File: config.mk
export PLATFORM = sky130hd
export DESIGN_NAME = sorted_class_list_core
export DESIGN_NICKNAME = d
export VERILOG_FILES = /design/src/rtl/scl_pkg.sv /design/src/rtl/sorted_class_list_core.sv /design/src/rtl/scl_dpath.sv /design/src/rtl/scl_ctrl.sv
export VERILOG_INCLUDE_DIRS = /design/src /design/src/rtl
export SDC_FILE = /design/constraint.sdc
export NUM_CORES = 2
export LEC_CHECK = 0
export ABC_AREA = 0
export BUFFER_PORTS_ARGS = -buffer_cell sky130_fd_sc_hd__buf_4
export CAP_MARGIN = 20
export CORE_MARGIN = 5
export CORE_UTILIZATION = 65
export CTS_BUF_LIST = sky130_fd_sc_hd__clkbuf_4 sky130_fd_sc_hd__clkbuf_8
export CTS_CLUSTER_DIAMETER = 30
export DETAILED_ROUTE_END_ITERATION = 8
export GPL_TIMING_DRIVEN = 0
export HOLD_SLACK_MARGIN = 0.02
export PLACE_DENSITY = 0.89
export SLEW_MARGIN = 10
export SYNTH_ARGS = -nofsm -noshare
export SYNTH_HDL_FRONTEND = slang
export SYNTH_SLANG_ARGS = --single-unit
File: constraint.sdc
create_clock -name clk -period 6.68 [get_ports clk]
set_clock_uncertainty 0.15 [all_clocks]
set_input_delay 1.336 -clock clk [delete_from_list [all_inputs] [get_ports clk]]
set_output_delay 1.336 -clock clk [all_outputs]
set_load 0.005 [all_outputs]
File: src/rtl/sorted_class_list_core_assert.svh
// Assertion macros for the sorted class list core.
`ifndef SORTED_CLASS_LIST_CORE_ASSERT_SVH
`define SORTED_CLASS_LIST_CORE_ASSERT_SVH

// Check an implication in the same cycle.
`define SCL_ASSERT_NOW(label, clk, rst, ante, cons) \
  label: assert property (@(posedge clk) disable iff (rst) (ante) |-> (cons)) \
    else $error("scl check failed");

// Check an implication in the cycle after the antecedent.
`define SCL_ASSERT_NEXT(label, clk, rst, ante, cons) \
  label: assert property (@(posedge clk) disable iff (rst) (ante) |=> (cons)) \
    else $error("scl check failed");

`endif

File: src/rtl/scl_pkg.sv
// Shared types and constants for the sorted class list core.
package scl_pkg;

  localparam int CAPACITY = 32;
  localparam int ADDR_W   = $clog2(CAPACITY);
  localparam int COUNT_W  = $clog2(CAPACITY + 1);

  localparam logic [1:0] OP_INSERT = 2'd0;
  localparam logic [1:0] OP_APPEND = 2'd1;
  localparam logic [1:0] OP_CLEAR  = 2'd2;

  typedef struct packed {
    logic [1:0]  op;
    logic [15:0] arrival_minute;
    logic        is_member;
    logic [15:0] entry_id;
  } in_t;

  typedef struct packed {
    logic [5:0]  item_count;
    logic        list_empty;
    logic [15:0] head_id;
    logic [15:0] tail_id;
    logic        member_present;
    logic [15:0] first_member_id;
    logic [15:0] final_member_id;
    logic        supporter_present;
    logic [15:0] first_supporter_id;
    logic        insert_dropped;
  } out_t;

  typedef struct packed {
    logic [15:0] minute;
    logic        member;
    logic [15:0] id;
  } entry_t;

  typedef struct packed {
    logic load;
    logic clr_count;
    logic set_pos_count;
    logic set_pos_found;
    logic idx_zero;
    logic idx_count;
    logic rd_up;
    logic rd_down;
    logic wr_shift;
    logic wr_new;
    logic sum_clear;
    logic sum_acc;
    logic out_load;
  } cmd_t;

  typedef struct packed {
    logic in_clear;
    logic in_store;
    logic in_append;
    logic full;
    logic idx_at_count;
    logic idx_at_pos;
    logic rd_vld;
    logic rd_greater;
    logic out_free;
  } status_t;

endpackage

File: src/rtl/sorted_class_list_core.sv
// Top level of the sorted class list core.
// Usage: one request on in_valid/in_ready/in_data carries op, arrival_minute,
// is_member and entry_id. Op insert places the entry before the first stored
// entry with a later minute, op append places it at the end, op clear empties
// the table; other codes leave it unchanged. Every request yields exactly one
// result on out_valid/out_ready/out_data with the count, head and tail ids,
// member and supporter ids and the dropped flag for a full table.
// Timing: a request is taken only when the controller is idle. An insert runs
// a front search, a shift of the tail one entry per cycle when it lands ahead
// of a stored entry, placement, then a summary walk; an append places the entry
// and then walks the summary; a clear and a dropped or unused request go straight
// to the summary walk. The entry memory takes one read and one write per cycle.
// The result becomes valid in the same cycle as the controller returns to idle.
// Stall: the result sits in an output register; the next request is taken
// while it waits, and the block holds in its final step until it is taken.
// Reset: synchronous, active high; empties the table and drops any result.
module sorted_class_list_core (
  input  logic          clk,
  input  logic          rst,
  input  logic          in_valid,
  output logic          in_ready,
  input  scl_pkg::in_t  in_data,
  output logic          out_valid,
  input  logic          out_ready,
  output scl_pkg::out_t out_data
);
  import scl_pkg::*;
  `include "sorted_class_list_core_assert.svh"

  cmd_t    cmd;
  status_t st;

  scl_ctrl u_ctrl (
    .clk      (clk),
    .rst      (rst),
    .in_valid (in_valid),
    .in_ready (in_ready),
    .st       (st),
    .cmd      (cmd)
  );

  scl_dpath u_dpath (
    .clk       (clk),
    .rst       (rst),
    .in_data   (in_data),
    .cmd       (cmd),
    .st        (st),
    .out_ready (out_ready),
    .out_valid (out_valid),
    .out_data  (out_data)
  );

  `SCL_ASSERT_NEXT(a_busy_after_req, clk, rst, in_valid && in_ready, !in_ready)
  `SCL_ASSERT_NOW(a_count_bound, clk, rst, out_valid,
                  out_data.item_count <= 6'(CAPACITY))
  `SCL_ASSERT_NOW(a_empty_flag, clk, rst, out_valid,
                  out_data.list_empty == (out_data.item_count == 6'd0))
  `SCL_ASSERT_NOW(a_drop_full, clk, rst, out_valid && out_data.insert_dropped,
                  out_data.item_count == 6'(CAPACITY))
  `SCL_ASSERT_NOW(a_one_write, clk, rst, cmd.wr_new, !cmd.wr_shift)

endmodule

File: src/rtl/scl_dpath.sv
// Datapath: entry memory, counters, summary accumulators and result register.
module scl_dpath (
  input  logic            clk,
  input  logic            rst,
  input  scl_pkg::in_t    in_data,
  input  scl_pkg::cmd_t   cmd,
  output scl_pkg::status_t st,
  input  logic            out_ready,
  output logic            out_valid,
  output scl_pkg::out_t   out_data
);
  import scl_pkg::*;

  entry_t             mem [CAPACITY];
  in_t                req;
  logic [COUNT_W-1:0] count;
  logic [COUNT_W-1:0] pos;
  logic [COUNT_W-1:0] idx;
  logic [COUNT_W-1:0] idx_dec;
  logic [COUNT_W-1:0] rd_idx;
  logic [COUNT_W-1:0] rd_idx_inc;
  entry_t             rd_data;
  logic               rd_vld;
  logic               dropped;
  logic [15:0]        head;
  logic [15:0]        tail;
  logic [15:0]        fmem;
  logic [15:0]        lmem;
  logic [15:0]        fsup;
  logic               mem_seen;
  logic               sup_seen;
  logic [ADDR_W-1:0]  wr_addr;
  entry_t             wr_entry;

  assign idx_dec    = idx - COUNT_W'(1);
  assign rd_idx_inc = rd_idx + COUNT_W'(1);

  always_comb begin
    st.in_clear     = (in_data.op == OP_CLEAR);
    st.in_store     = (in_data.op == OP_INSERT) || (in_data.op == OP_APPEND);
    st.in_append    = (in_data.op == OP_APPEND);
    st.full         = (count == COUNT_W'(CAPACITY));
    st.idx_at_count = (idx == count);
    st.idx_at_pos   = (idx == pos);
    st.rd_vld       = rd_vld;
    st.rd_greater   = rd_vld && (rd_data.minute > req.arrival_minute);
    st.out_free     = !out_valid || out_ready;
  end

  always_comb begin
    if (cmd.wr_new) begin
      wr_addr  = pos[ADDR_W-1:0];
      wr_entry = '{minute: req.arrival_minute, member: req.is_member, id: req.entry_id};
    end else begin
      wr_addr  = rd_idx_inc[ADDR_W-1:0];
      wr_entry = rd_data;
    end
  end

  always_ff @(posedge clk) begin
    if (cmd.wr_new || cmd.wr_shift) begin
      mem[wr_addr] <= wr_entry;
    end
    if (cmd.rd_up) begin
      rd_data <= mem[idx[ADDR_W-1:0]];
    end else if (cmd.rd_down) begin
      rd_data <= mem[idx_dec[ADDR_W-1:0]];
    end
  end

  always_ff @(posedge clk) begin
    if (rst) begin
      count     <= '0;
      rd_vld    <= 1'b0;
      out_valid <= 1'b0;
    end else begin
      if (cmd.clr_count) begin
        count <= '0;
      end else if (cmd.wr_new) begin
        count <= count + COUNT_W'(1);
      end
      rd_vld <= cmd.rd_up || cmd.rd_down;
      if (cmd.out_load) begin
        out_valid <= 1'b1;
      end else if (out_ready) begin
        out_valid <= 1'b0;
      end
    end
  end

  always_ff @(posedge clk) begin
    if (cmd.load) begin
      req     <= in_data;
      dropped <= st.in_store && st.full;
    end
    if (cmd.set_pos_count) begin
      pos <= count;
    end else if (cmd.set_pos_found) begin
      pos <= rd_idx;
    end
    if (cmd.idx_zero) begin
      idx <= '0;
    end else if (cmd.idx_count) begin
      idx <= count;
    end else if (cmd.rd_up) begin
      idx <= idx + COUNT_W'(1);
    end else if (cmd.rd_down) begin
      idx <= idx_dec;
    end
    if (cmd.rd_up) begin
      rd_idx <= idx;
    end else if (cmd.rd_down) begin
      rd_idx <= idx_dec;
    end
    if (cmd.sum_clear) begin
      head     <= '0;
      tail     <= '0;
      fmem     <= '0;
      lmem     <= '0;
      fsup     <= '0;
      mem_seen <= 1'b0;
      sup_seen <= 1'b0;
    end else if (cmd.sum_acc) begin
      if (rd_idx == '0) begin
        head <= rd_data.id;
      end
      tail <= rd_data.id;
      if (rd_data.member) begin
        if (!mem_seen) begin
          fmem <= rd_data.id;
        end
        lmem     <= rd_data.id;
        mem_seen <= 1'b1;
      end else if (!sup_seen) begin
        fsup     <= rd_data.id;
        sup_seen <= 1'b1;
      end
    end
    if (cmd.out_load) begin
      out_data.item_count         <= 6'(count);
      out_data.list_empty         <= (count == '0);
      out_data.head_id            <= head;
      out_data.tail_id            <= tail;
      out_data.member_present     <= mem_seen;
      out_data.first_member_id    <= fmem;
      out_data.final_member_id    <= lmem;
      out_data.supporter_present  <= sup_seen;
      out_data.first_supporter_id <= fsup;
      out_data.insert_dropped     <= dropped;
    end
  end

endmodule

File: src/rtl/scl_ctrl.sv
// Controller: sequences search, shift, placement and summary walk per request.
module scl_ctrl (
  input  logic             clk,
  input  logic             rst,
  input  logic             in_valid,
  output logic             in_ready,
  input  scl_pkg::status_t st,
  output scl_pkg::cmd_t    cmd
);
  import scl_pkg::*;

  typedef enum logic [5:0] {
    S_IDLE   = 6'b000001,
    S_SEARCH = 6'b000010,
    S_SHIFT  = 6'b000100,
    S_PLACE  = 6'b001000,
    S_SUM    = 6'b010000,
    S_FINISH = 6'b100000
  } state_t;

  state_t state;
  state_t state_next;

  assign in_ready = (state == S_IDLE);

  always_ff @(posedge clk) begin
    if (rst) begin
      state <= S_IDLE;
    end else begin
      state <= state_next;
    end
  end

  always_comb begin
    cmd        = '0;
    state_next = state;
    case (state)
      S_IDLE: begin
        if (in_valid) begin
          cmd.load      = 1'b1;
          cmd.idx_zero  = 1'b1;
          cmd.sum_clear = 1'b1;
          if (st.in_clear) begin
            cmd.clr_count = 1'b1;
            state_next    = S_SUM;
          end else if (st.in_store && !st.full) begin
            if (st.in_append) begin
              cmd.set_pos_count = 1'b1;
              state_next        = S_PLACE;
            end else begin
              state_next = S_SEARCH;
            end
          end else begin
            state_next = S_SUM;
          end
        end
      end
      S_SEARCH: begin
        if (st.rd_greater) begin
          cmd.set_pos_found = 1'b1;
          cmd.idx_count     = 1'b1;
          state_next        = S_SHIFT;
        end else if (st.idx_at_count && !st.rd_vld) begin
          cmd.set_pos_count = 1'b1;
          state_next        = S_PLACE;
        end else if (!st.idx_at_count) begin
          cmd.rd_up = 1'b1;
        end
      end
      S_SHIFT: begin
        cmd.wr_shift = st.rd_vld;
        if (!st.idx_at_pos) begin
          cmd.rd_down = 1'b1;
        end else if (!st.rd_vld) begin
          state_next = S_PLACE;
        end
      end
      S_PLACE: begin
        cmd.wr_new    = 1'b1;
        cmd.idx_zero  = 1'b1;
        cmd.sum_clear = 1'b1;
        state_next    = S_SUM;
      end
      S_SUM: begin
        cmd.sum_acc = st.rd_vld;
        if (!st.idx_at_count) begin
          cmd.rd_up = 1'b1;
        end else if (!st.rd_vld) begin
          state_next = S_FINISH;
        end
      end
      S_FINISH: begin
        if (st.out_free) begin
          cmd.out_load = 1'b1;
          state_next   = S_IDLE;
        end
      end
      default: begin
        state_next = S_IDLE;
      end
    endcase
  end

endmodule

[Word-level counts from Yosys, hierarchy flattened]
Memories as Yosys holds them, arrays and structs flattened. A register that Yosys moved wholly into a read port is not among the register bits.
Cells that the tools add are included.
Storage, ports and cells
  output and inout port bits: 92
  memories kept: 1
  bits in writable memories: 1056
  input bits: 39
  bits in registers: 271
Memories
  u_dpath.mem: depth 32, bits a word 33, rd ports 2, clocked after memory_dff 1, write ports 1, RTL line scl_dpath.sv:14  | entry_t mem [CAPACITY];
Operators by class
  bitwise operators: 3
  $lt $le $gt $ge: 1
  reductions and logical operators: 25
  add/sub/neg operators: 4
  multiplexer cells: 51
  equality and inequality tests: 18
Operators by type and width (count)
  $mux 33: 3
  $mux 6: 16
  $pmux 6 s6: 1
  $mux 1: 21
  $gt 16x16->1: 1
  $mux 5: 3
  $add 6x1->6 const B: 2
  $eq 6x6->1: 2
  $eq 6x6->1 const B: 2
  $logic_not 6->1: 2
  $ne 2x2->1 const B: 4
  $reduce_and 7->1: 1
  $eq 6x1->1 const B: 1
  $eq 6x2->1 const B: 1
  $eq 6x3->1 const B: 1
  $eq 6x4->1 const B: 1
  $eq 6x5->1 const B: 1
  $pmux 1 s2: 3
  $reduce_and 2->1: 3
  $reduce_and 3->1: 2
  $reduce_bool 2->1: 3
  $sub 6x1->6 const B: 1
  $add 5x1->5 const B: 1
  $logic_and 1x1->1: 4
  other kinds (13): 22

[Depth between registers and ports, before layout]
  depth in word-level cells: 9
  mapped depth: 12
  depth with buffers taken out: 9

[By module]
From an unflattened synthesis, not the netlist that was laid out.
Second synthesis, totals
  cell total of the unflattened synthesis: 2872
  area, all modules: 58673.8 um2
Modules (own cells, without submodules)
  scl_dpath: cells each 2802, sequential area each 38807.2 um2, area each 58162.0 um2, instances 1
  scl_ctrl: cells each 70, sequential area each 120.1 um2, area each 511.7 um2, instances 1

[Worst setup path before layout]
Ideal clock, no wire load.
  path type: in2reg
  start point: input out_ready
  end point: register u_dpath.out_data[0] (netlist name)
  library setup time: 550 ps
  setup slack: 530 ps
  data required time: 5980 ps
  buffers on the path: 0
  arrival: 5450 ps
  stages: 2
  cells stage by stage: nand2b_1 nor2b_1
RTL lines
  start: declaration: RTL line sorted_class_list_core.sv:24  | input logic out_ready,

[Worst setup path after layout]
  start point: register u_dpath.idx[0]
  end point: register u_dpath.rd_data[7] (netlist name), data pin
On the way
  word-level cells in the longest chain between the ends: 6
  elaborated cells between the ends (all ways): 10
  classes of those cells: 1 x add/sub; 1 x eq/ne; 6 x mux; 1 x reduce/logical; 1 x memory
Ends and longest elaborated chain
  start: declaration: RTL line scl_dpath.sv:18  | logic [COUNT_W-1:0] idx;
  start signal: assignment: RTL line scl_dpath.sv:104  | idx <= count;
  start signal: assignment: RTL line scl_dpath.sv:106  | idx <= idx + COUNT_W'(1);
  start signal: assignment: RTL line scl_dpath.sv:108  | idx <= idx_dec;
  parallel branches: the longest is 5 deep, another holds $mem_v2 32x33
  $mux 33 *: RTL line scl_dpath.sv:64  | if (cmd.rd_up) begin
  end signal: assignment: RTL line scl_dpath.sv:65  | rd_data <= mem[idx[ADDR_W-1:0]];
  end signal: assignment: RTL line scl_dpath.sv:67  | rd_data <= mem[idx_dec[ADDR_W-1:0]];
  end: declaration: RTL line scl_dpath.sv:22  | entry_t rd_data;
Mark *: on every way between the ends. The select of a mux whose other input is x is not followed.
A chain may end at the register's enable or synchronous reset.

==> flow_summary.yaml <==
timing:
  finalCritPeriodShare: 1.00
  finalHoldViolCount: 0
  worst_pin_slew_ns: 1.31
  finalCriticalPeriod_ns: 6.70
  setup_ws_ns: -0.0228
  tns_ns: -0.0450
  finalSetupViolCount: 2
  fmax_mhz: 149
  rsz0062_at_grt: "no"
  slew_violations: 0
  slew_headroom: 0.129
power_and_ir_drop:
  totalPowerFinal_uw: 18500
  p_per_area_nw_per_um2: 269
  p_switching_uw: 4340
  p_int_uw: 14100
  combPwrFrac: 0.044
  leakagePower_uw: 0.0214
  switching_share: 0.235
  pwr-share-seq: 0.499
  ir_worst_vdd_v: 0.000185
  power_frac_clock: 0.457
die:
  die_w_um: 311
  die_h_um: 311
  fp.coreArea_um2: 90100
  rows: 110
  start_util: 0.655
  die_area_um2: 97000
  io_pins: 131
route:
  drtPass1Iterations: 7
  drc: 0
  wl_per_cell_um: 42.0
  vias: 39200
  drt_iter0_drc: 8932
  ant_nets: 0
  via_per_inst: 8.18
  wirelength_um: 201000
global_routing:
  grt_pass1_vias: 39400
  grt_max_degree: 40
  antenna_found_initial: 12
  grt_usage: 0.408
  overflow: 0
  grt_pass1_wl_um: 280000
cells_and_area:
  drive_gt1_frac: 0.408
  final_core_util: 0.761
  nets: 3475
  instances_no_fill: 4791
  final_common_cell: "edfxtp_1"
  final_cell_mix: "edfxtp_1, mux4_2, nand2_1, clkbuf_8, buf_4"
  area_growth_pct: 16.1
setup_path:
  start_kind: "register"
  cpPeakStageDelay_ns: 1.01
  end_kind: "register"
  cp_top_family: "buffers and inverters"
  crit_chain: "buf_2 -> clkbuf_1 -> buf_2 -> inv_1 -> ha_1 -> clkbuf_1 -> clkbuf_1 -> clkbuf_1 -> mux4_2 -> mux4_2 -> mux2i_1 -> o21ai_0"
  worst_ep_arrival_time_ns: 7.18
  critical_path_buf_inv_count: 7
  crit_path_frequent_cell: "clkbuf_1"
  cp_max_fo: 10
  worst_ep_required_time_ns: 7.15
  path_class: "reg -> reg"
  critPathSlowestCell: "clkbuf_1"
clocking:
  cts_resized: 0
  tritoncts: "built"
  clock_sinks: 1332
  htreeDepth: 4
  post-cts-setup-buffers: 0
  clock-root-buffer: "clkbuf_8"
  clockBufferDepth: 3
  cts_made_buffers: 239
  cts_hold_buf: 0
  clk_latency_ns: 0.95
  clk_pin_slew_worst_paths_ns: 0.07
yosys:
  synthCells: 2963
  synth_cell_type_count: 62
  synth_edf_count: 1225
  synth-seq-cells: 1332
  synth_ff_type: "edfxtp_1"
  async_flop_share: 0
  yosysSeqAreaShare: 0.659
  netlist_area_um2: 59100
  synth_area_per_cell_um2: 19.9
  synth_nets: 3024
  yosys_warnings: 0
status:
  status: "complete, but fails checks"
  violations: "setup timing"
placement:
  port_buffers: 129
  dp_slack_ns: 0.415
  dp_cells: 4338
  routabilityCongestion: 0.900
  hpwl_um: 124000
worst_hold_path:
  worstHoldPathType: "reg -> reg"
flow_run:
  drv_cap: 0
==> power groups by stage <==
stage                     Clock [uW]  Combinational (uW)  Sequential (uW)
after floorplan                    0                 434             9360
after global placement             0                 657             9390
after detailed placement           0                 754             9380
after CTS                       8340                 777             9210
after global routing            8810                 834             9210
final                           8430                 818             9210
==> layer usage <==
| metal | track usage | up-vias | wire, um |
|---|---|---|---|
| li1 | - | 13500 | - |
| met1 | 0.478 | 18800 | 56000 |
| met2 | 0.619 | 5426 | 91100 |
| met3 | 0.170 | 1479 | 35000 |
| met4 | 0.287 | 8 | 19000 |
| met5 | 0 | - | 57 |
==> final cells by class <==
cell class	count	area (um2)
Inverter	27	101
Fill cell	4143	21500
Multi-Input combinational cell	1398	19500
Tap cell	1176	1470
Clock buffer	298	3780
Clock inverter	139	1440
Sequential cell	1332	38900
Timing Repair Buffer	210	2470
Antenna cell	5	12.5
Buffer	206	887
==> through the flow <==
step | instance area (um2) | hold WS (ns)
2_1_floorplan | 59100 | 0.250
3_3_place_gp | 61500 | 0.262
3_5_place_dp | 63200 | 0.262
4_1_cts | 68400 | 0.274
5_1_grt | 68600 | 0.282
6_report | 68600 | 0.276
==> worst register-to-register path, cell delays in order (launching register included) <==
cell and delay [ns]:
dfxtp_1 0.39, buf_2 0.39, clkbuf_1 0.64, buf_2 0.51, inv_1 0.13, ha_1 0.36
clkbuf_1 0.53, clkbuf_1 0.92, clkbuf_1 1.01, mux4_2 0.44, mux4_2 0.53, mux2i_1 0.28
o21ai_0 0.14
==> logic make-up (layout without fill, tap and decap cells) <==
family	after synthesis	in the layout	synth area share
buf+inv	233	880	0.0166
other cells	0	5	0
xor+xnor	29	29	0.00430
compound gates	192	192	0.0187
fa+ha+maj	22	22	0.00466
flops	1332	1332	0.659
mux	746	746	0.267
simple gates	409	409	0.0299
==> worst paths after layout <==
| check | startpoint | endpoint | slack (ns) | depth (start not counted) |
|---|---|---|---|---|
| setup / recovery | u_dpath.idx[0] | u_dpath.rd_data[7] | -0.02 | 12 |
| hold / removal | u_dpath.lmem[5] | u_dpath.out_data[23] | 0.28 | 0 |
| setup reg to reg | u_dpath.idx[0] | u_dpath.rd_data[7] | -0.02 | 12 |
| hold reg to reg | u_dpath.lmem[5] | u_dpath.out_data[23] | 0.28 | 0 |
==> cell usage after synthesis (6+ instances only) <==
library cell / count / share of area
edfxtp_1: 1225 / 0.62
mux4_2: 660 / 0.25
nand2_1: 263 / 0.017
clkbuf_1: 112 / 0.0071
dfxtp_1: 107 / 0.036
a21oi_1: 85 / 0.0072
nor2_1: 75 / 0.0048
buf_2: 74 / 0.0063
o21ai_0: 60 / 0.0051
mux2i_1: 49 / 0.0083
mux2_2: 37 / 0.0071
inv_1: 27 / 0.0017
ha_1: 22 / 0.0047
xnor2_1: 19 / 0.0028
buf_1: 17 / 0.0011
nand4_1: 10 / 0.0011
xor2_1: 10 / 0.0015
a31oi_1: 9 / 0.00095
nand3_1: 8 / 0.00068
nor3_1: 6 / 0.00051
==> sequential cells by signal, indices dropped and copies added (netlist names), named ones only <==
name,cells
u_dpath.mem,1056
u_dpath.out_data,90
u_dpath.rd_data,33
u_dpath.req,33
u_dpath.fmem,16
u_dpath.fsup,16
u_dpath.head,16
u_dpath.lmem,16
u_dpath.tail,16
u_ctrl.state,6
u_dpath.count,6
u_dpath.idx,6
u_dpath.pos,6
u_dpath.rd_idx,6
u_dpath.dropped,1
u_dpath.mem_seen,1
u_dpath.out_valid,1
u_dpath.rd_vld,1
u_dpath.sup_seen,1
(Power assumes the default switching activity.)
